File: src/rtl/isrt_pkg.sv
// Shared types for the interval sort and merge block.
package isrt_pkg;

   typedef struct packed {
      logic signed [31:0] ival_start;
      logic signed [31:0] ival_end;
      logic               store;
      logic               set_last;
      logic               dropped;
   } queue_entry_type;

   localparam int unsigned QueueDepth = 2;

endpackage

File: src/rtl/isrt_front.sv
// Front end: accepts intervals, classifies store or drop, queues them.
module isrt_front import isrt_pkg::*; #(
   parameter int unsigned MAX_INTERVALS = 32
) (
   input  logic               clock,
   input  logic               reset,
   input  logic               start,
   output logic               busy,
   input  logic signed [31:0] req_interval_start,
   input  logic signed [31:0] req_interval_end,
   input  logic               req_set_last,
   output logic               q_valid,
   output queue_entry_type    q_entry,
   input  logic               q_pop
);

   localparam int unsigned CW = $clog2(MAX_INTERVALS + 1);

   logic [CW-1:0]   count_ff, count_in;
   logic            ovf_ff, ovf_in;
   queue_entry_type slot_ff [QueueDepth];
   logic            wptr_ff, rptr_ff;
   logic [1:0]      fill_ff;
   logic            accept, store;

   assign busy    = (fill_ff == 2'(QueueDepth));
   assign accept  = start & ~busy;
   assign store   = (count_ff < CW'(MAX_INTERVALS));
   assign q_valid = (fill_ff != 2'd0);
   assign q_entry = slot_ff[rptr_ff];

   always_comb begin
      count_in = count_ff;
      ovf_in   = ovf_ff;
      if (accept) begin
         if (req_set_last) begin
            count_in = '0;
            ovf_in   = 1'b0;
         end else begin
            count_in = count_ff + CW'(store);
            ovf_in   = ovf_ff | ~store;
         end
      end
   end

   always_ff @(posedge clock) begin
      if (reset) begin
         count_ff <= '0;
         ovf_ff   <= 1'b0;
         wptr_ff  <= 1'b0;
         rptr_ff  <= 1'b0;
         fill_ff  <= '0;
      end else begin
         count_ff <= count_in;
         ovf_ff   <= ovf_in;
         if (accept) wptr_ff <= ~wptr_ff;
         if (q_pop && q_valid) rptr_ff <= ~rptr_ff;
         fill_ff <= fill_ff + 2'(accept) - 2'(q_pop && q_valid);
      end
   end

   always_ff @(posedge clock) begin
      if (accept) begin
         slot_ff[wptr_ff].ival_start <= req_interval_start;
         slot_ff[wptr_ff].ival_end   <= req_interval_end;
         slot_ff[wptr_ff].store      <= store;
         slot_ff[wptr_ff].set_last   <= req_set_last;
         slot_ff[wptr_ff].dropped    <= ovf_ff | ~store;
      end
   end

   a_count_range: assert property (@(posedge clock) disable iff (reset)
      count_ff <= CW'(MAX_INTERVALS)) else $error("count over capacity");
   a_fill_range: assert property (@(posedge clock) disable iff (reset)
      fill_ff <= 2'(QueueDepth)) else $error("queue overfilled");
   a_last_clears: assert property (@(posedge clock) disable iff (reset)
      accept && req_set_last |=> count_ff == '0 && !ovf_ff)
      else $error("set not cleared");

endmodule

File: src/rtl/isrt_back.sv
// Back end: insertion into a sorted store, then a merge pass over it.
module isrt_back import isrt_pkg::*; #(
   parameter int unsigned MAX_INTERVALS = 32
) (
   input  logic               clock,
   input  logic               reset,
   input  logic               q_valid,
   input  queue_entry_type    q_entry,
   output logic               q_pop,
   output logic               rsp_valid,
   output logic signed [31:0] rsp_merged_start,
   output logic signed [31:0] rsp_merged_end,
   output logic               rsp_run_last,
   output logic               rsp_dropped_any
);

   localparam int unsigned CW = $clog2(MAX_INTERVALS + 1);
   localparam int unsigned IW = $clog2(MAX_INTERVALS);

   typedef enum logic [2:0] {
      S_IDLE, S_INS_RD, S_INS_CMP, S_INS_PUT, S_MRG_RD, S_MRG_PROC, S_FIN
   } state_type;

   state_type          state_ff;
   logic [CW-1:0]      n_ff, j_ff, i_ff;
   logic signed [31:0] key_s_ff, key_e_ff, lo_ff, hi_ff;
   logic               last_ff, drop_ff;
   logic [63:0]        mem [MAX_INTERVALS];
   logic [63:0]        rdata_ff;
   logic [IW-1:0]      raddr, waddr;
   logic [63:0]        wdata;
   logic               we;
   logic signed [31:0] rd_s, rd_e;
   logic               key_before;
   logic [CW-1:0]      jm1;

   assign rd_s = rdata_ff[63:32];
   assign rd_e = rdata_ff[31:0];
   assign jm1  = j_ff - CW'(1);
   assign key_before = (key_s_ff < rd_s) || (key_s_ff == rd_s && key_e_ff < rd_e);
   assign q_pop = (state_ff == S_IDLE) && q_valid;

   always_comb begin
      raddr = (state_ff == S_MRG_RD) ? i_ff[IW-1:0] : jm1[IW-1:0];
      we    = 1'b0;
      waddr = j_ff[IW-1:0];
      wdata = {key_s_ff, key_e_ff};
      case (state_ff)
         S_IDLE: begin
            if (q_pop && q_entry.store && n_ff == '0) begin
               we    = 1'b1;
               waddr = '0;
               wdata = {q_entry.ival_start, q_entry.ival_end};
            end
         end
         S_INS_CMP: begin
            we = 1'b1;
            if (key_before) wdata = rdata_ff;
         end
         S_INS_PUT: begin
            we    = 1'b1;
            waddr = '0;
         end
         default: ;
      endcase
   end

   always_ff @(posedge clock) begin
      if (we) mem[waddr] <= wdata;
      rdata_ff <= mem[raddr];
   end

   always_ff @(posedge clock) begin
      if (reset) begin
         state_ff  <= S_IDLE;
         n_ff      <= '0;
         rsp_valid <= 1'b0;
      end else begin
         rsp_valid <= 1'b0;
         case (state_ff)
            S_IDLE: begin
               if (q_pop) begin
                  key_s_ff <= q_entry.ival_start;
                  key_e_ff <= q_entry.ival_end;
                  last_ff  <= q_entry.set_last;
                  drop_ff  <= q_entry.dropped;
                  j_ff     <= n_ff;
                  i_ff     <= '0;
                  if (q_entry.store && n_ff != '0) begin
                     state_ff <= S_INS_RD;
                  end else begin
                     if (q_entry.store) n_ff <= CW'(1);
                     state_ff <= q_entry.set_last ? S_MRG_RD : S_IDLE;
                  end
               end
            end
            S_INS_RD: begin
               state_ff <= S_INS_CMP;
            end
            S_INS_CMP: begin
               if (key_before) begin
                  j_ff     <= jm1;
                  state_ff <= (jm1 == '0) ? S_INS_PUT : S_INS_RD;
               end else begin
                  n_ff     <= n_ff + CW'(1);
                  state_ff <= last_ff ? S_MRG_RD : S_IDLE;
               end
            end
            S_INS_PUT: begin
               n_ff     <= n_ff + CW'(1);
               state_ff <= last_ff ? S_MRG_RD : S_IDLE;
            end
            S_MRG_RD: begin
               state_ff <= S_MRG_PROC;
            end
            S_MRG_PROC: begin
               if (i_ff == '0) begin
                  lo_ff <= rd_s;
                  hi_ff <= rd_e;
               end else if (!(rd_s >= lo_ff && rd_e <= hi_ff) && rd_e > hi_ff) begin
                  if (rd_s >= lo_ff && rd_s <= hi_ff) begin
                     hi_ff <= rd_e;
                  end else begin
                     rsp_valid        <= 1'b1;
                     rsp_merged_start <= lo_ff;
                     rsp_merged_end   <= hi_ff;
                     rsp_run_last     <= 1'b0;
                     rsp_dropped_any  <= drop_ff;
                     lo_ff            <= rd_s;
                     hi_ff            <= rd_e;
                  end
               end
               i_ff     <= i_ff + CW'(1);
               state_ff <= (i_ff + CW'(1) == n_ff) ? S_FIN : S_MRG_RD;
            end
            S_FIN: begin
               rsp_valid        <= 1'b1;
               rsp_merged_start <= lo_ff;
               rsp_merged_end   <= hi_ff;
               rsp_run_last     <= 1'b1;
               rsp_dropped_any  <= drop_ff;
               n_ff             <= '0;
               state_ff         <= S_IDLE;
            end
            default: state_ff <= S_IDLE;
         endcase
      end
   end

   a_n_range: assert property (@(posedge clock) disable iff (reset)
      n_ff <= CW'(MAX_INTERVALS)) else $error("store count over capacity");
   a_last_ends: assert property (@(posedge clock) disable iff (reset)
      rsp_valid && rsp_run_last |-> state_ff == S_IDLE && n_ff == '0)
      else $error("set not closed after final result");
   a_pop_idle: assert property (@(posedge clock) disable iff (reset)
      q_pop |-> state_ff == S_IDLE) else $error("pop while working");

endmodule

File: src/rtl/interval_sort_merge.sv
// Top level: sorts a set of signed intervals and emits the merged runs.
// Loading: one interval per cycle while the two-entry queue has room; each
// stored interval needs a read and a compare state per entry examined and a put
// state if it goes first. Merge: a read and a process state per stored interval
// on the single memory read port, then a final result. Results cannot be stalled.
// Reset: synchronous, empties the queue, counts and control; memory is not cleared.
module interval_sort_merge import isrt_pkg::*; #(
   parameter int unsigned MAX_INTERVALS = 32
) (
   input  logic               clock,
   input  logic               reset,
   input  logic               start,
   output logic               busy,
   input  logic signed [31:0] req_interval_start,
   input  logic signed [31:0] req_interval_end,
   input  logic               req_set_last,
   output logic               rsp_valid,
   output logic signed [31:0] rsp_merged_start,
   output logic signed [31:0] rsp_merged_end,
   output logic               rsp_run_last,
   output logic               rsp_dropped_any
);

   logic            q_valid, q_pop;
   queue_entry_type q_entry;

   isrt_front #(.MAX_INTERVALS(MAX_INTERVALS)) u_front (
      .clock, .reset, .start, .busy,
      .req_interval_start, .req_interval_end, .req_set_last,
      .q_valid, .q_entry, .q_pop
   );

   isrt_back #(.MAX_INTERVALS(MAX_INTERVALS)) u_back (
      .clock, .reset, .q_valid, .q_entry, .q_pop,
      .rsp_valid, .rsp_merged_start, .rsp_merged_end,
      .rsp_run_last, .rsp_dropped_any
   );

endmodule
File: config.mk
export PLATFORM = sky130hd
export DESIGN_NAME = interval_sort_merge
export DESIGN_NICKNAME = d
export VERILOG_FILES = /design/src/rtl/isrt_pkg.sv /design/src/rtl/isrt_front.sv /design/src/rtl/isrt_back.sv /design/src/rtl/interval_sort_merge.sv
export SDC_FILE = /design/constraint.sdc
export NUM_CORES = 2
export LEC_CHECK = 0
export CORE_UTILIZATION = 41
export CTS_CLUSTER_SIZE = 28
export DETAILED_ROUTE_END_ITERATION = 6
export DONT_BUFFER_PORTS = 1
export GPL_TIMING_DRIVEN = 0
export PLACE_DENSITY_LB_ADDON = 0.05
export SETUP_SLACK_MARGIN = 0.05
export SLEW_MARGIN = 25
export SYNTH_ARGS = -nofsm -noshare
export SYNTH_HDL_FRONTEND = slang
export SYNTH_SLANG_ARGS = --single-unit
File: constraint.sdc
create_clock -name clock -period 11.1 [get_ports clock]
set_input_delay 2.22 -clock clock [delete_from_list [all_inputs] [get_ports clock]]
set_output_delay 2.22 -clock clock [all_outputs]
set_load 0.1 [all_outputs]
==> out/metrics.cfg <==
[status]
status = finished, final reports clean

[drt]
drt_iter0_markers = 4895
remaining_drc_errors = 0
dr.pass1.iters = 5
viasPerCell = 5.702
via_count = 48290
post_drt_wl_per_cell_um = 34.02
wirelength_um = 288100
final_antenna_net_count = 0

[cells_and_area]
nets = 5354
synthToLayoutAreaGrowth_pct = 17.94
fin_cells = 8469
fillCellCount = 19170
drive_gt1_frac = 0.2771
final_core_util = 0.4883

[grt]
gr-total-overflow = 0
grt_pass1_vias = 49520
antenna_found_initial = 17
grt_pass1_wl_um = 401000
grtUsageTotal = 0.2397
grt_max_degree = 33

[worst_setup_path]
cp_common_cell = buf_6
slowest_stage = o31ai_1
start_kind = register
crit_arrival_ns = 5.81
endpoint_kind = register
cp_max_fo = 32
critical_path_class = reg2reg
critical_path.cell_chain = inv_1, ha_1, nand4_1, nor4_1, o21ai_1, o31ai_1, nor3b_1, o21a_1, o311ai_4, buf_6, buf_6, a221o_2
worstPathRequired_ns = 11.70
cp_slowest_stage_delay_ns = 0.74

[cts]
insertion_delay_ns = 0.95
cts_max_path_buffers = 4
ctsHoldBuffers = 0
clkTransAtPathRegs_ns = 0.06
cts_num_sinks = 2476
cts_setup_buffers = 0
cts_resized = 0
cts_tree = yes
cts_made_buffers = 284
cts-root-buf = clkbuf_16
h-tree-depth = 5

[sta]
fin_crit_ns = 5.205
fin_tns_setup_ns = 0
fin_ws_ns = 5.895
fin_skew_ns = 0.05858
max_freq_mhz = 192.1
grt_setup_unrepaired = false
worstMarginPinSlew_ns = 1.079
hold_viol = 0
maxSlewViolCount = 0
fin_crit_sh = 0.4689
setup_violations = 0
relSlewSlack = 0.2781

[placement]
hpwl_um = 201500
globalplace.congestion = 0.8285
dpl_worst_slack_ns = 5.607
dp.cells = 7980
portBuffers = 0

[logic_synthesis]
synth.distinct_cells = 61
async_flop_share = 0
yosysSeqAreaShare = 0.7511
synth_area_mm2 = 0.09784
synth-seq-cells = 2476
synth_edf_count = 2390
ys_warn_count = 0
netlist_instances = 4640
syn_avg_cell_area_um2 = 21.09
synth_flop_cell = edfxtp_1
synth_nets = 4877

[floorplan]
initial_core_util = 0.4141
die_w_um = 490.5
dieArea_mm2 = 0.2406
row_count = 178
core_mm2 = 0.2363
die_height_um = 490.5
io_pins = 136

[run]
drv_cap = 0

[power_and_ir_drop]
p_per_area_mw_per_mm2 = 304.9
p_sw_frac = 0.3481
clockPowerShare = 0.252
power_frac_seq = 0.381
p_int_mw = 22.94
switching_power_mw = 12.25
cellLeakagePower_nw = 38.49
combPwrFrac = 0.367
report.power.total_mw = 35.19
ir_drop_mv = 0.2349

[min_path]
hold_path.class = reg2reg

## power by group through the flow
stage	Sequential (mW)	Combinational, mW	Clock, mW
floorplan	13.3	7.93	0
global placement	13.8	12.5	0
detailed placement	13.7	13.0	0
CTS	13.5	13.1	9.06
global route	13.5	13.8	9.38
finish	13.4	12.9	8.87
## worst paths after layout
kind,from,cells after the start,to,slack (ns)
max reg2reg,u_back.rdata_ff[27],12,u_back.mem[31][62],5.89
min reg2reg,u_back.drop_ff,0,u_back.rsp_dropped_any,0.43
max,u_back.rdata_ff[27],12,u_back.mem[31][62],5.89
min,u_back.drop_ff,0,u_back.rsp_dropped_any,0.43
## registers in the layout (all words and copies together), names as in the netlist, 2 cells and up, named ones only
name and cells:
u_back.key_s_ff 32, u_back.n_ff 6, u_back.rsp_merged_start 32, u_front.fill_ff 2
u_back.i_ff 6, u_back.state_ff 3, u_back.rsp_merged_end 32, u_front.count_ff 6
u_back.lo_ff 32, u_back.hi_ff 32, u_back.rdata_ff 64, u_back.mem 2048
u_back.key_e_ff 32, u_front.slot_ff 134, u_back.j_ff 6
## cells by family after synthesis
group,share of synthesized area
xor gates and xnor gates,0.001969
muxes,0.1727
DFF,0.7511
buffers and inverters,0.01717
AOI/OAI and AO/OA,0.02175
adders and majority gates,0.02161
and+or+nand+nor,0.01362
## cell usage after synthesis (all sizes together), types with 16 or more instances
library cell | number | area, µm²
nor3 | 16 | 80.08
buf | 152 | 914.6
dfxtp | 86 | 1722
nand2 | 54 | 210.2
ha | 169 | 2115
a21o | 22 | 165.2
mux2i | 388 | 3884
inv | 146 | 548.0
a221o | 66 | 660.6
a21oi | 130 | 650.6
mux2 | 132 | 1486
nand3 | 32 | 160.2
nor2 | 98 | 384.1
mux4 | 512 | 11530
o21ai | 31 | 155.2
edfxtp | 2390 | 71770
nand4 | 29 | 181.4
clkbuf | 57 | 214.0
## per-layer routing
layer	share of wire	track usage
met1	0.44	0.3415
met2	0.47	0.3792
met3	0.049	0.03444
met4	0.035	0.07927
met5	0.000024	0
## cell usage in the layout (no fill, tap or decap), types with 53 or more instances in the layout
cell / netlist / layout
a21oi_1: 130 / 129
buf_12: 0 / 71
nor2_1: 97 / 63
buf_16: 0 / 110
mux2_2: 132 / 132
a221o_2: 0 / 64
dfxtp_1: 86 / 86
edfxtp_1: 2390 / 2390
inv_1: 146 / 145
ha_1: 169 / 169
mux2i_1: 388 / 388
nand2_1: 53 / 53
clkbuf_16: 0 / 287
mux4_2: 512 / 512
buf_2: 92 / 93
clkbuf_1: 57 / 120
## area by class of cell
cell class,count,area (µm²),share of cell area
Clock inverter,112,1030,0.008924
Inverter,147,551.8,0.004782
Antenna cell,7,17.52,0.0001518
Timing Repair Buffer,191,4584,0.03973
Multi-Input combinational cell,1808,23080,0.2000
Clock buffer,369,7560,0.06551
Tap cell,3150,3941,0.03415
Sequential cell,2476,73490,0.6369
Buffer,209,1145,0.009921
## stage by stage
step / hold WS (ns) / area [µm²]
floorplan: 0.4003 / 97840
CTS: 0.4318 / 115300
global route: 0.4373 / 115400
global placement: 0.4103 / 101800
detailed placement: 0.4180 / 106700
finish: 0.4344 / 115400
## worst max-delay path, delay by kind of cell, from the launching register on
family | cells | cell delay (ns)
AND/OR/NAND/NOR | 3 | 0.97
adder cells (fa/ha/maj) | 1 | 0.31
flip-flops | 1 | 0.55
AO/OA/AOI/OAI | 5 | 2.44
buffers and inverters | 3 | 0.56
(Power assumes the default switching activity.)
